==> src/bdq_pkg.sv <==
// Package for the bounded deque with erase: operation codes, field widths
// and the result record passed from the sequencer to the top level.
// No dependencies.
package bdq_pkg;

  localparam int CAPACITY_DEF = 16;

  localparam int FUNC_W  = 2;
  localparam int VALUE_W = 32;
  localparam int COUNT_W = 5;

  localparam logic [FUNC_W-1:0] FN_APPEND  = 2'd0;
  localparam logic [FUNC_W-1:0] FN_PREPEND = 2'd1;
  localparam logic [FUNC_W-1:0] FN_POP     = 2'd2;
  localparam logic [FUNC_W-1:0] FN_ERASE   = 2'd3;

  typedef struct packed {
    logic                      is_empty;
    logic [COUNT_W-1:0]        count_after;
    logic                      insert_rejected;
    logic                      erase_found;
    logic signed [VALUE_W-1:0] popped_value;
  } bdq_res_t;

endpackage

==> src/bounded_deque_with_erase.sv <==
// Top level of the bounded deque with erase: stream ports, output register,
// sequencer and entry store. Depends on bdq_pkg, bdq_seq and bdq_mem.
//
//   Channel  Direction  Contents
//   in_      slave      tuser: func; tdata: item_value
//   out_     master     tdata: popped_value, erase_found, insert_rejected,
//                       count_after, is_empty
//
// One transaction is processed at a time. Append and prepend write the store in
// the execute state; pop reads the front entry and takes the read data in a
// second state (skipped on an empty store); erase runs a search-and-compact pass
// that reads one entry of the store per cycle (skipped on an empty store). The
// result reaches out_tvalid in the same cycle as in_tready rises for the next
// input. Reset clears the front index and the count; the store itself needs no
// clearing. A result waiting in the output register does not block acceptance
// of the next input transaction, but that transaction's result holds the
// sequencer until the register drains.
module bounded_deque_with_erase #(
  parameter int CAPACITY = bdq_pkg::CAPACITY_DEF
) (
  input  logic        clk,
  input  logic        rst_n,
  input  logic        in_tvalid,
  output logic        in_tready,
  input  logic [31:0] in_tdata,   // [31:0] item_value
  input  logic [1:0]  in_tuser,   // [1:0] func
  output logic        out_tvalid,
  input  logic        out_tready,
  output logic [39:0] out_tdata   // [31:0] popped_value, [32] erase_found,
                                  // [33] insert_rejected, [38:34] count_after,
                                  // [39] is_empty
);

  localparam int IDX_W = $clog2(CAPACITY);
  localparam int CNT_W = $clog2(CAPACITY + 1);

  logic                        res_valid;
  logic                        res_ready;
  bdq_pkg::bdq_res_t           res;
  logic                        mem_we;
  logic [IDX_W-1:0]            mem_waddr;
  logic [bdq_pkg::VALUE_W-1:0] mem_wdata;
  logic                        mem_re;
  logic [IDX_W-1:0]            mem_raddr;
  logic [bdq_pkg::VALUE_W-1:0] mem_rdata;

  logic                        out_valid_r, out_valid_nxt;
  bdq_pkg::bdq_res_t           out_data_r, out_data_nxt;

  bdq_seq #(
    .CAPACITY (CAPACITY),
    .IDX_W    (IDX_W),
    .CNT_W    (CNT_W)
  ) u_seq (
    .clk       (clk),
    .rst_n     (rst_n),
    .in_valid  (in_tvalid),
    .in_ready  (in_tready),
    .in_func   (in_tuser),
    .in_value  (in_tdata),
    .res_valid (res_valid),
    .res_ready (res_ready),
    .res       (res),
    .mem_we    (mem_we),
    .mem_waddr (mem_waddr),
    .mem_wdata (mem_wdata),
    .mem_re    (mem_re),
    .mem_raddr (mem_raddr),
    .mem_rdata (mem_rdata)
  );

  bdq_mem #(
    .DEPTH  (CAPACITY),
    .ADDR_W (IDX_W)
  ) u_mem (
    .clk   (clk),
    .we    (mem_we),
    .waddr (mem_waddr),
    .wdata (mem_wdata),
    .re    (mem_re),
    .raddr (mem_raddr),
    .rdata (mem_rdata)
  );

  assign res_ready = !out_valid_r || out_tready;

  always_comb begin
    out_valid_nxt = out_valid_r;
    out_data_nxt  = out_data_r;
    if (res_valid && res_ready) begin
      out_valid_nxt = 1'b1;
      out_data_nxt  = res;
    end else if (out_tready) begin
      out_valid_nxt = 1'b0;
    end
  end

  always_ff @(posedge clk) begin
    if (!rst_n) begin
      out_valid_r <= 1'b0;
    end else begin
      out_valid_r <= out_valid_nxt;
    end
  end

  always_ff @(posedge clk) begin
    out_data_r <= out_data_nxt;
  end

  assign out_tvalid = out_valid_r;
  assign out_tdata  = out_data_r;

endmodule

==> src/bdq_mem.sv <==
// Entry store of the bounded deque: one write port and one read port with
// registered read data.
// Uses bdq_pkg for the data width.
module bdq_mem #(
  parameter int DEPTH  = bdq_pkg::CAPACITY_DEF,
  parameter int ADDR_W = $clog2(DEPTH)
) (
  input  logic                         clk,
  input  logic                         we,
  input  logic [ADDR_W-1:0]            waddr,
  input  logic [bdq_pkg::VALUE_W-1:0]  wdata,
  input  logic                         re,
  input  logic [ADDR_W-1:0]            raddr,
  output logic [bdq_pkg::VALUE_W-1:0]  rdata
);

  logic [bdq_pkg::VALUE_W-1:0] mem [DEPTH];
  logic [bdq_pkg::VALUE_W-1:0] rdata_r;

  always_ff @(posedge clk) begin
    if (we) begin
      mem[waddr] <= wdata;
    end
  end

  always_ff @(posedge clk) begin
    if (re) begin
      rdata_r <= mem[raddr];
    end
  end

  assign rdata = rdata_r;

endmodule

==> src/bdq_seq.sv <==
// Sequencer of the bounded deque: holds front index and count, drives the
// entry store and runs the search-and-compact pass of erase.
// Uses bdq_pkg for operation codes and the result record.
module bdq_seq #(
  parameter int CAPACITY = bdq_pkg::CAPACITY_DEF,
  parameter int IDX_W    = $clog2(CAPACITY),
  parameter int CNT_W    = $clog2(CAPACITY + 1)
) (
  input  logic                           clk,
  input  logic                           rst_n,
  input  logic                           in_valid,
  output logic                           in_ready,
  input  logic [bdq_pkg::FUNC_W-1:0]     in_func,
  input  logic [bdq_pkg::VALUE_W-1:0]    in_value,
  output logic                           res_valid,
  input  logic                           res_ready,
  output bdq_pkg::bdq_res_t              res,
  output logic                           mem_we,
  output logic [IDX_W-1:0]               mem_waddr,
  output logic [bdq_pkg::VALUE_W-1:0]    mem_wdata,
  output logic                           mem_re,
  output logic [IDX_W-1:0]               mem_raddr,
  input  logic [bdq_pkg::VALUE_W-1:0]    mem_rdata
);

  localparam int SUM_W = CNT_W + 1;
  localparam logic [SUM_W-1:0] CAP_S   = SUM_W'(CAPACITY);
  localparam logic [CNT_W-1:0] CAP_C   = CNT_W'(CAPACITY);
  localparam logic [IDX_W-1:0] LAST_IX = IDX_W'(CAPACITY - 1);

  localparam logic [2:0] S_IDLE  = 3'd0;
  localparam logic [2:0] S_EXEC  = 3'd1;
  localparam logic [2:0] S_POPRD = 3'd2;
  localparam logic [2:0] S_ERASE = 3'd3;
  localparam logic [2:0] S_RESP  = 3'd4;

  logic [2:0]                  state_r, state_nxt;
  logic [IDX_W-1:0]            front_r, front_nxt;
  logic [CNT_W-1:0]            count_r, count_nxt;
  logic [bdq_pkg::FUNC_W-1:0]  func_r, func_nxt;
  logic [bdq_pkg::VALUE_W-1:0] val_r, val_nxt;
  logic [bdq_pkg::VALUE_W-1:0] pop_r, pop_nxt;
  logic                        found_r, found_nxt;
  logic                        rej_r, rej_nxt;
  logic [CNT_W-1:0]            rd_pos_r, rd_pos_nxt;
  logic                        chk_vld_r, chk_vld_nxt;
  logic [IDX_W-1:0]            chk_slot_r, chk_slot_nxt;
  logic                        hit_r, hit_nxt;

  function automatic logic [IDX_W-1:0] slot_of(input logic [IDX_W-1:0] f,
                                               input logic [CNT_W-1:0] p);
    logic [SUM_W-1:0] s;
    s = SUM_W'(f) + SUM_W'(p);
    if (s >= CAP_S) begin
      s = s - CAP_S;
    end
    return s[IDX_W-1:0];
  endfunction

  assign in_ready  = (state_r == S_IDLE);
  assign res_valid = (state_r == S_RESP);

  always_comb begin
    res.popped_value    = pop_r;
    res.erase_found     = found_r;
    res.insert_rejected = rej_r;
    res.count_after     = bdq_pkg::COUNT_W'(count_r);
    res.is_empty        = (count_r == '0);
  end

  always_comb begin
    state_nxt    = state_r;
    front_nxt    = front_r;
    count_nxt    = count_r;
    func_nxt     = func_r;
    val_nxt      = val_r;
    pop_nxt      = pop_r;
    found_nxt    = found_r;
    rej_nxt      = rej_r;
    rd_pos_nxt   = rd_pos_r;
    chk_vld_nxt  = chk_vld_r;
    chk_slot_nxt = chk_slot_r;
    hit_nxt      = hit_r;
    mem_we       = 1'b0;
    mem_waddr    = front_r;
    mem_wdata    = val_r;
    mem_re       = 1'b0;
    mem_raddr    = front_r;

    unique case (state_r)
      S_IDLE: begin
        if (in_valid) begin
          func_nxt  = in_func;
          val_nxt   = in_value;
          pop_nxt   = '0;
          found_nxt = 1'b0;
          rej_nxt   = 1'b0;
          state_nxt = S_EXEC;
        end
      end
      S_EXEC: begin
        state_nxt = S_RESP;
        unique case (func_r)
          bdq_pkg::FN_APPEND: begin
            if (count_r == CAP_C) begin
              rej_nxt = 1'b1;
            end else begin
              mem_we    = 1'b1;
              mem_waddr = slot_of(front_r, count_r);
              count_nxt = count_r + 1'b1;
            end
          end
          bdq_pkg::FN_PREPEND: begin
            if (count_r == CAP_C) begin
              rej_nxt = 1'b1;
            end else begin
              front_nxt = (front_r == '0) ? LAST_IX : front_r - 1'b1;
              mem_we    = 1'b1;
              mem_waddr = front_nxt;
              count_nxt = count_r + 1'b1;
            end
          end
          bdq_pkg::FN_POP: begin
            if (count_r != '0) begin
              mem_re    = 1'b1;
              state_nxt = S_POPRD;
            end
          end
          bdq_pkg::FN_ERASE: begin
            if (count_r != '0) begin
              rd_pos_nxt  = '0;
              chk_vld_nxt = 1'b0;
              hit_nxt     = 1'b0;
              state_nxt   = S_ERASE;
            end
          end
          default: begin
          end
        endcase
      end
      S_POPRD: begin
        pop_nxt   = mem_rdata;
        front_nxt = (front_r == LAST_IX) ? '0 : front_r + 1'b1;
        count_nxt = count_r - 1'b1;
        state_nxt = S_RESP;
      end
      S_ERASE: begin
        if (rd_pos_r < count_r) begin
          mem_re       = 1'b1;
          mem_raddr    = slot_of(front_r, rd_pos_r);
          rd_pos_nxt   = rd_pos_r + 1'b1;
          chk_vld_nxt  = 1'b1;
          chk_slot_nxt = mem_raddr;
        end else begin
          chk_vld_nxt = 1'b0;
        end
        if (chk_vld_r) begin
          if (hit_r) begin
            mem_we    = 1'b1;
            mem_waddr = (chk_slot_r == '0) ? LAST_IX : chk_slot_r - 1'b1;
            mem_wdata = mem_rdata;
          end else if (mem_rdata == val_r) begin
            hit_nxt = 1'b1;
          end
        end else if (rd_pos_r == count_r) begin
          found_nxt = hit_r;
          if (hit_r) begin
            count_nxt = count_r - 1'b1;
          end
          state_nxt = S_RESP;
        end
      end
      S_RESP: begin
        if (res_ready) begin
          state_nxt = S_IDLE;
        end
      end
      default: begin
        state_nxt = S_IDLE;
      end
    endcase
  end

  always_ff @(posedge clk) begin
    if (!rst_n) begin
      state_r   <= S_IDLE;
      front_r   <= '0;
      count_r   <= '0;
      chk_vld_r <= 1'b0;
      hit_r     <= 1'b0;
    end else begin
      state_r   <= state_nxt;
      front_r   <= front_nxt;
      count_r   <= count_nxt;
      chk_vld_r <= chk_vld_nxt;
      hit_r     <= hit_nxt;
    end
  end

  always_ff @(posedge clk) begin
    func_r     <= func_nxt;
    val_r      <= val_nxt;
    pop_r      <= pop_nxt;
    found_r    <= found_nxt;
    rej_r      <= rej_nxt;
    rd_pos_r   <= rd_pos_nxt;
    chk_slot_r <= chk_slot_nxt;
  end

  a_count_bound: assert property (@(posedge clk) disable iff (!rst_n)
    count_r <= CAP_C)
    else $error("Entry count exceeds capacity.");

  a_write_state: assert property (@(posedge clk) disable iff (!rst_n)
    mem_we |-> (state_r == S_EXEC || (state_r == S_ERASE && hit_r)))
    else $error("Store written outside an insert or a compaction step.");

  a_count_change: assert property (@(posedge clk) disable iff (!rst_n)
    (state_r == S_IDLE || state_r == S_RESP) |=> $stable(count_r))
    else $error("Entry count changed while no operation was running.");

  a_flags_exclusive: assert property (@(posedge clk) disable iff (!rst_n)
    res_valid |-> !(res.erase_found && res.insert_rejected))
    else $error("Erase and reject flags set together.");

  a_pop_only: assert property (@(posedge clk) disable iff (!rst_n)
    (res_valid && func_r != bdq_pkg::FN_POP) |-> (res.popped_value == '0))
    else $error("Popped value set by an operation other than pop.");

endmodule
==> config.mk <==
export PLATFORM = sky130hd
export DESIGN_NAME = bounded_deque_with_erase
export DESIGN_NICKNAME = d
export VERILOG_FILES = /design/src/bdq_pkg.sv /design/src/bounded_deque_with_erase.sv /design/src/bdq_mem.sv /design/src/bdq_seq.sv
export SDC_FILE = /design/constraint.sdc
export NUM_CORES = 1
export LEC_CHECK = 0
export BUFFER_PORTS_ARGS = -buffer_cell sky130_fd_sc_hd__buf_2
export CAP_MARGIN = 20
export CORE_ASPECT_RATIO = 1.4
export CORE_MARGIN = 5
export CORE_UTILIZATION = 50
export CTS_BUF_LIST = sky130_fd_sc_hd__clkbuf_4
export DETAILED_ROUTE_END_ITERATION = 16
export PLACE_DENSITY = 0.71
export SYNTH_ARGS = -nofsm -noshare
export SYNTH_HDL_FRONTEND = slang
export SYNTH_SLANG_ARGS = --single-unit
==> constraint.sdc <==
create_clock -name clk -period 5.8 [get_ports clk]
set_clock_uncertainty 0.15 [all_clocks]
set_input_delay 1.16 -clock clk [delete_from_list [all_inputs] [get_ports clk]]
set_output_delay 1.16 -clock clk [all_outputs]
set_load 0.02 [all_outputs]
-- Word-level counts from Yosys, hierarchy flattened
Memories as Yosys holds them, arrays and structs flattened. A register that Yosys moved wholly into a read port is not among the register bits.
Cells that the tools add are included.
- input port bits: 38
- memories: 1
- bits in latches: 0
- memory bits (read-only): 0
- flip-flop bits (word level): 132
- word-level logic and storage cells: 149
- memory bits (writable): 512
- output and inout bits: 42
- memories (name ; depth ; bits a word ; read ports ; clocked after memory_dff ; write ports ; line ; text):
    u_mem.mem ; 16 ; 32 ; 1 ; 1 ; 1 ; bdq_mem.sv:17 ; logic [bdq_pkg::VALUE_W-1:0] mem [DEPTH];
- bitwise logic cells: 0
- eq/ne operators: 24
- $lt $le $gt $ge: 3
- shift-type cells: 0
- multipliers: 0
- reductions and logical operators: 28
- divide/modulo/power cells: 0
- $add $sub $neg: 10
- multiplexer cells: 65
- operators by type and width (kind ; count):
    2-to-1 mux 32 bit ; 4
    case mux 32 bit (2 select lines) ; 1
    2-to-1 mux 4 bit ; 12
    2-to-1 mux 5 bit ; 8
    == test 32 bit ; 1
    case mux 4 bit (2 select lines) ; 3
    2-to-1 mux 1 bit ; 21
    AND reduction 4 bit ; 5
    2-to-1 mux 3 bit ; 6
    inequality test 2 x 1 -> 1 bit (second input constant) ; 8
    subtractor 4 x 1 -> 4 bit (second input constant) ; 4
    case mux 3 bit (5 select lines) ; 1
    case mux 5 bit (3 select lines) ; 1
    adder 4 x 5 -> 6 bit ; 2
    greater-or-equal comparator 6 x 5 -> 1 bit (second input constant) ; 2
    case mux 1 bit (2 select lines) ; 6
    nonzero test 2 bit ; 6
    adder 5 x 1 -> 5 bit (second input constant) ; 2
    inequality test 2 bit (second input constant) ; 5
    case mux 5 bit (2 select lines) ; 1
    logical NOT 4 bit ; 2
    AND reduction 2 bit ; 4
    == test 3 x 2 -> 1 bit (second input constant) ; 2
    case mux 3 bit (2 select lines) ; 1
    other kinds (21) ; 22

-- Depth between registers and ports, before layout
- depth after elaboration: 6
- mapped depth: 12

-- Hierarchy
From an unflattened synthesis, not the netlist that was laid out.
- cell total of the unflattened synthesis: 1308
- area total of the unflattened synthesis: 26525.4 um^2
- modules (own cells, without submodules) (module ; area each (um^2) ; cells an instance ; instances):
    bdq_mem ; 20174.3 ; 838 ; 1
    bdq_seq ; 5092.4 ; 425 ; 1
    bounded_deque_with_erase ; 1258.7 ; 45 ; 1

-- Least setup slack after synthesis
No wires, ideal clock.
- path type: register to register
- start point: register u_seq.front_r[1]
- end point: memory u_mem.mem[14][0] (netlist bit), enable pin
- clock period less this slack: 4.085 ns
- data required time: 5.229 ns
- setup slack: 1.715 ns
- cell stages (with the launch flop): 9
- path buffers: 0
- arrival: 3.514 ns
- cell sequence: dfxtp_1 -> ha_1 -> a21o_1 -> a21oi_1 -> xnor2_1 -> or4_1 -> a211oi_1 -> o21bai_1 -> nor2_1
- cells in the longest elaborated chain, start to end: 6
- elaborated cells between the ends (all ways): 13
- ends and longest elaborated chain (item ; line ; text):
    start, declared ; bdq_seq.sv:38 ; logic [IDX_W-1:0] front_r, front_nxt;
    start signal, assigned ; bdq_seq.sv:193 ; front_r <= front_nxt;
    adder 4 x 5 -> 6 bit ; bdq_seq.sv:53 ; s = SUM_W'(f) + SUM_W'(p);
    greater-or-equal comparator 6 x 5 -> 1 bit or subtractor 4 x 1 -> 4 bit (tied branches) ; bdq_seq.sv:54, bdq_seq.sv:55 ;
    2-to-1 mux 4 bit ; bdq_seq.sv:54 ; if (s >= CAP_S) begin
    2-to-1 mux 4 bit ; bdq_seq.sv:105 ; if (count_r == CAP_C) begin
    case mux 4 bit (2 select lines) ; bdq_seq.sv:103 ; unique case (func_r)
    case mux 4 bit (2 select lines) (*) ; bdq_seq.sv:90 ; unique case (state_r)
    end, declared ; bdq_mem.sv:17 ;
Every way passes the cells marked *; elsewhere a longest branch is shown, timed or not.

-- Worst setup path in the final report
- start point: register u_seq.count_r[2]
- end point: register u_mem.rdata_r (netlist bit u_mem.rdata[7]) (read register of u_mem.mem), data pin
- cells in the longest elaborated chain, start to end: 4
- elaborated cells between the ends (all ways): 8
- ends and longest elaborated chain (item ; line ; text):
    start, declared ; bdq_seq.sv:39 ; logic [CNT_W-1:0] count_r, count_nxt;
    start signal, assigned ; bdq_seq.sv:194 ; count_r <= count_nxt;
    branches (longest 4 deep; another with less-than comparator 5 bit) ; - ;
    end, declared ; bdq_mem.sv:18 ; logic [bdq_pkg::VALUE_W-1:0] rdata_r;
Several ways; the timed one is not identified.
A chain may end at the register's enable or synchronous reset.

==> metrics <==
status=finished clean; root buffer cell=clkbuf_4; CP arrival=4780 ps; htree depth=4; worst hold path class=flip-flop to flip-flop; crit path time final=4320 ps; cell taking the most area after synthesis=edfxtp_1; Avg WL per Cell=24.4 um; CTS Buf Count=152; synthesized cell area=27800 sq um; final setup TNS=0 ps; Starting Density=50.4%; CP endpoint kind=flip-flop; Reg clk slew, reported paths=70 ps; first-pass GRT wire length=108000 um; EDFF count, synth=661; total number of vias=18288; fmax=232 MHz; Synth Warn #=0; Final ANT Viol Nets=0; Core ar.=55100 sq um; chip width=209 um; fillers=4355; Seq/Total Area, Yosys=72.6%; Setup Fix Bufs, Post-CTS=0; kind of critical path=flip-flop to flip-flop; Critical Path RT=6260 ps; hold_ws=267 ps; Setup-failing EPs final=0; worst vdd ir=152 uV; vias in the first global route=18529; DIE HEIGHT=289 um; Leak Pwr=10.7 nW; row count=102; MaxCap Viol Count=0; combinational power share=5.9%; final setup margin=1480 ps; crit start category=flip-flop; initial antenna violation count=1; GP Congestion=0.932; Slew headroom=24.0%; share of flip-flops with an asynchronous set or reset=0%; RSZ-0062 raised after global routing=no; internal power=7.49 mW; Post-CTS Resized=0; Yosys reg bits=676; DP HPWL=42700 um; pre-CTS setup slack=1620 ps; Syn Nets=2021; nets@finish=2150; initial DRC count=1944; CTS tree=yes; area added between synthesis and finish=11.7%; Clock Latency Late Sink=860 ps; die area=60400 sq um; period utilisation layout=74.4%; Clock Power Share=37.4%; drt pass-1 iters=7; DR DRC count=0; Mean Syn Cell Area=14.1 sq um; Total Routing Usage GR=23.3%; final slew viol count=0; drt total wl=71600 um; mean number of vias per cell=6.25; Post-Synthesis Cells=1962; clk sinks=676; IO buf count=79; Max clock buf depth=3; Seq pwr share=56.7%; layout cells sized above 1=18.4%; IO Count=80; switching portion of total power=23.1%; Congestion Overflow GR=0; Net Switching=2.24 mW; Synth top area share=71.5%; crit-path max FO=70; Synth Flop Type=edfxtp_1; R2R Setup Slk=1480 ps; Hold Buf Count CTS=0; dominant cells by area after synthesis=edfxtp_1, nand3_1, o21ai_0; library cells used by synthesis=74; Worst-Margin Slew=1140 ps; Fin. Hold Viols=0; ratio of total power to cell area=314 nW/um^2; largest net degree at the start of global routing=161
-- cells by family (layout without fill, tap and decap cells) --
kind of cell	count (synthesis)	in the layout	synth area share (%)
xor+xnor	46	46	1.45
simple gates	527	527	9.42
flops	676	676	72.6
mux	16	16	0.636
fa+ha+maj	21	21	1.03
compound gates	515	515	12.4
other cells	0	1	0
buf+inv	161	398	2.45
-- path summary, 6_finish.rpt --
path,from,to,cells past startpoint
max,u_seq.count_r[2],u_mem.rdata[7],10
min,u_seq.pop_r[14],out_tdata[14],0
max reg2reg,u_seq.count_r[2],u_mem.rdata[7],10
min reg2reg,u_seq.pop_r[14],out_tdata[14],0
-- worst max-delay path, cell delays in order (launching register included) --
cell	delay, ps
dfxtp_1	430
inv_1	90
ha_1	330
a21oi_1	290
o221a_4	340
and3_4	660
buf_4	670
o21ai_0	190
a311oi_1	470
a32oi_1	220
o311ai_1	150
-- cell usage after synthesis (32+ instances only) --
| cell type | instances |
|---|---|
| a211o_1 | 33 |
| a211oi_1 | 34 |
| a21o_1 | 63 |
| a21oi_1 | 110 |
| a311oi_1 | 33 |
| a32oi_1 | 32 |
| and2_1 | 35 |
| and3_1 | 37 |
| clkbuf_1 | 98 |
| edfxtp_1 | 661 |
| nand2_1 | 148 |
| nand3_1 | 230 |
| o21ai_0 | 145 |
| xor2_1 | 40 |
-- registers in the layout, indices dropped and copies added, names as in the netlist --
signal	cells
u_seq.chk_vld_r	1
u_seq.val_r	32
out_tvalid	1
u_seq.count_r	5
u_seq.hit_r	1
u_mem.rdata	32
out_tdata	40
u_seq.rd_pos_r	5
u_mem.mem	512
u_seq.front_r	4
u_seq.rej_r	1
u_seq.chk_slot_r	4
u_seq.state_r	3
u_seq.pop_r	32
u_seq.found_r	1
u_seq.func_r	2
-- metal layers --
metal | GRT usage (%) | up-vias | part of all wire (%)
li1 | - | 7978 | -
met1 | 27.7 | 9012 | 36
met2 | 38.9 | 1061 | 50
met3 | 5.26 | 237 | 8.4
met4 | 13.8 | 0 | 5.7
met5 | 0 | - | 0
-- power groups by stage --
stage | registers (mW) | logic (mW) | clock network (mW)
after CTS | 5.52 | 0.568 | 3.71
after floorplan | 5.61 | 0.355 | 0
final | 5.52 | 0.577 | 3.64
after global placement | 5.62 | 0.549 | 0
after global routing | 5.52 | 0.622 | 3.98
after detailed placement | 5.62 | 0.566 | 0
-- placed cells by master, fill, tap and decap left out, types with 15 or more instances in the layout --
cell	instances
clkinv_1	34
inv_1	15
a21o_1	62
a211o_1	33
and2_1	35
o21ai_0	145
a21oi_1	108
nand3_1	230
nor2_1	19
dfxtp_1	15
and3_1	34
nand2_1	147
a32oi_1	32
buf_4	30
clkbuf_4	217
buf_2	79
edfxtp_1	661
ha_1	18
a211oi_1	34
a311oi_1	33
o311ai_1	20
xor2_1	40
-- through the flow --
stage                     area [sq um]  instances  total power [mW]  util, %
after floorplan                  27800       1962              5.97        -
after global routing             31000       2928              10.1     56.3
final                            31000       2928              9.74     56.3
after detailed placement         29000       2661              6.19     52.6
after CTS                        30900       2923              9.80     56.1
after global placement           28900       2658              6.17     52.5
-- cell type report --
class / count / area [sq um] / share of cell area [%]
Inverter: 16 / 60.1 / 0.194
Multi-Input combinational cell: 1125 / 7120 / 23.0
Tap cell: 728 / 911 / 2.94
Timing Repair Buffer: 120 / 871 / 2.81
Clock buffer: 217 / 1630 / 5.25
Clock inverter: 45 / 273 / 0.879
Sequential cell: 676 / 20100 / 65.0
Antenna cell: 1 / 2.50 / 0.00807
No activity file was read; power rests on OpenSTA's default activity.
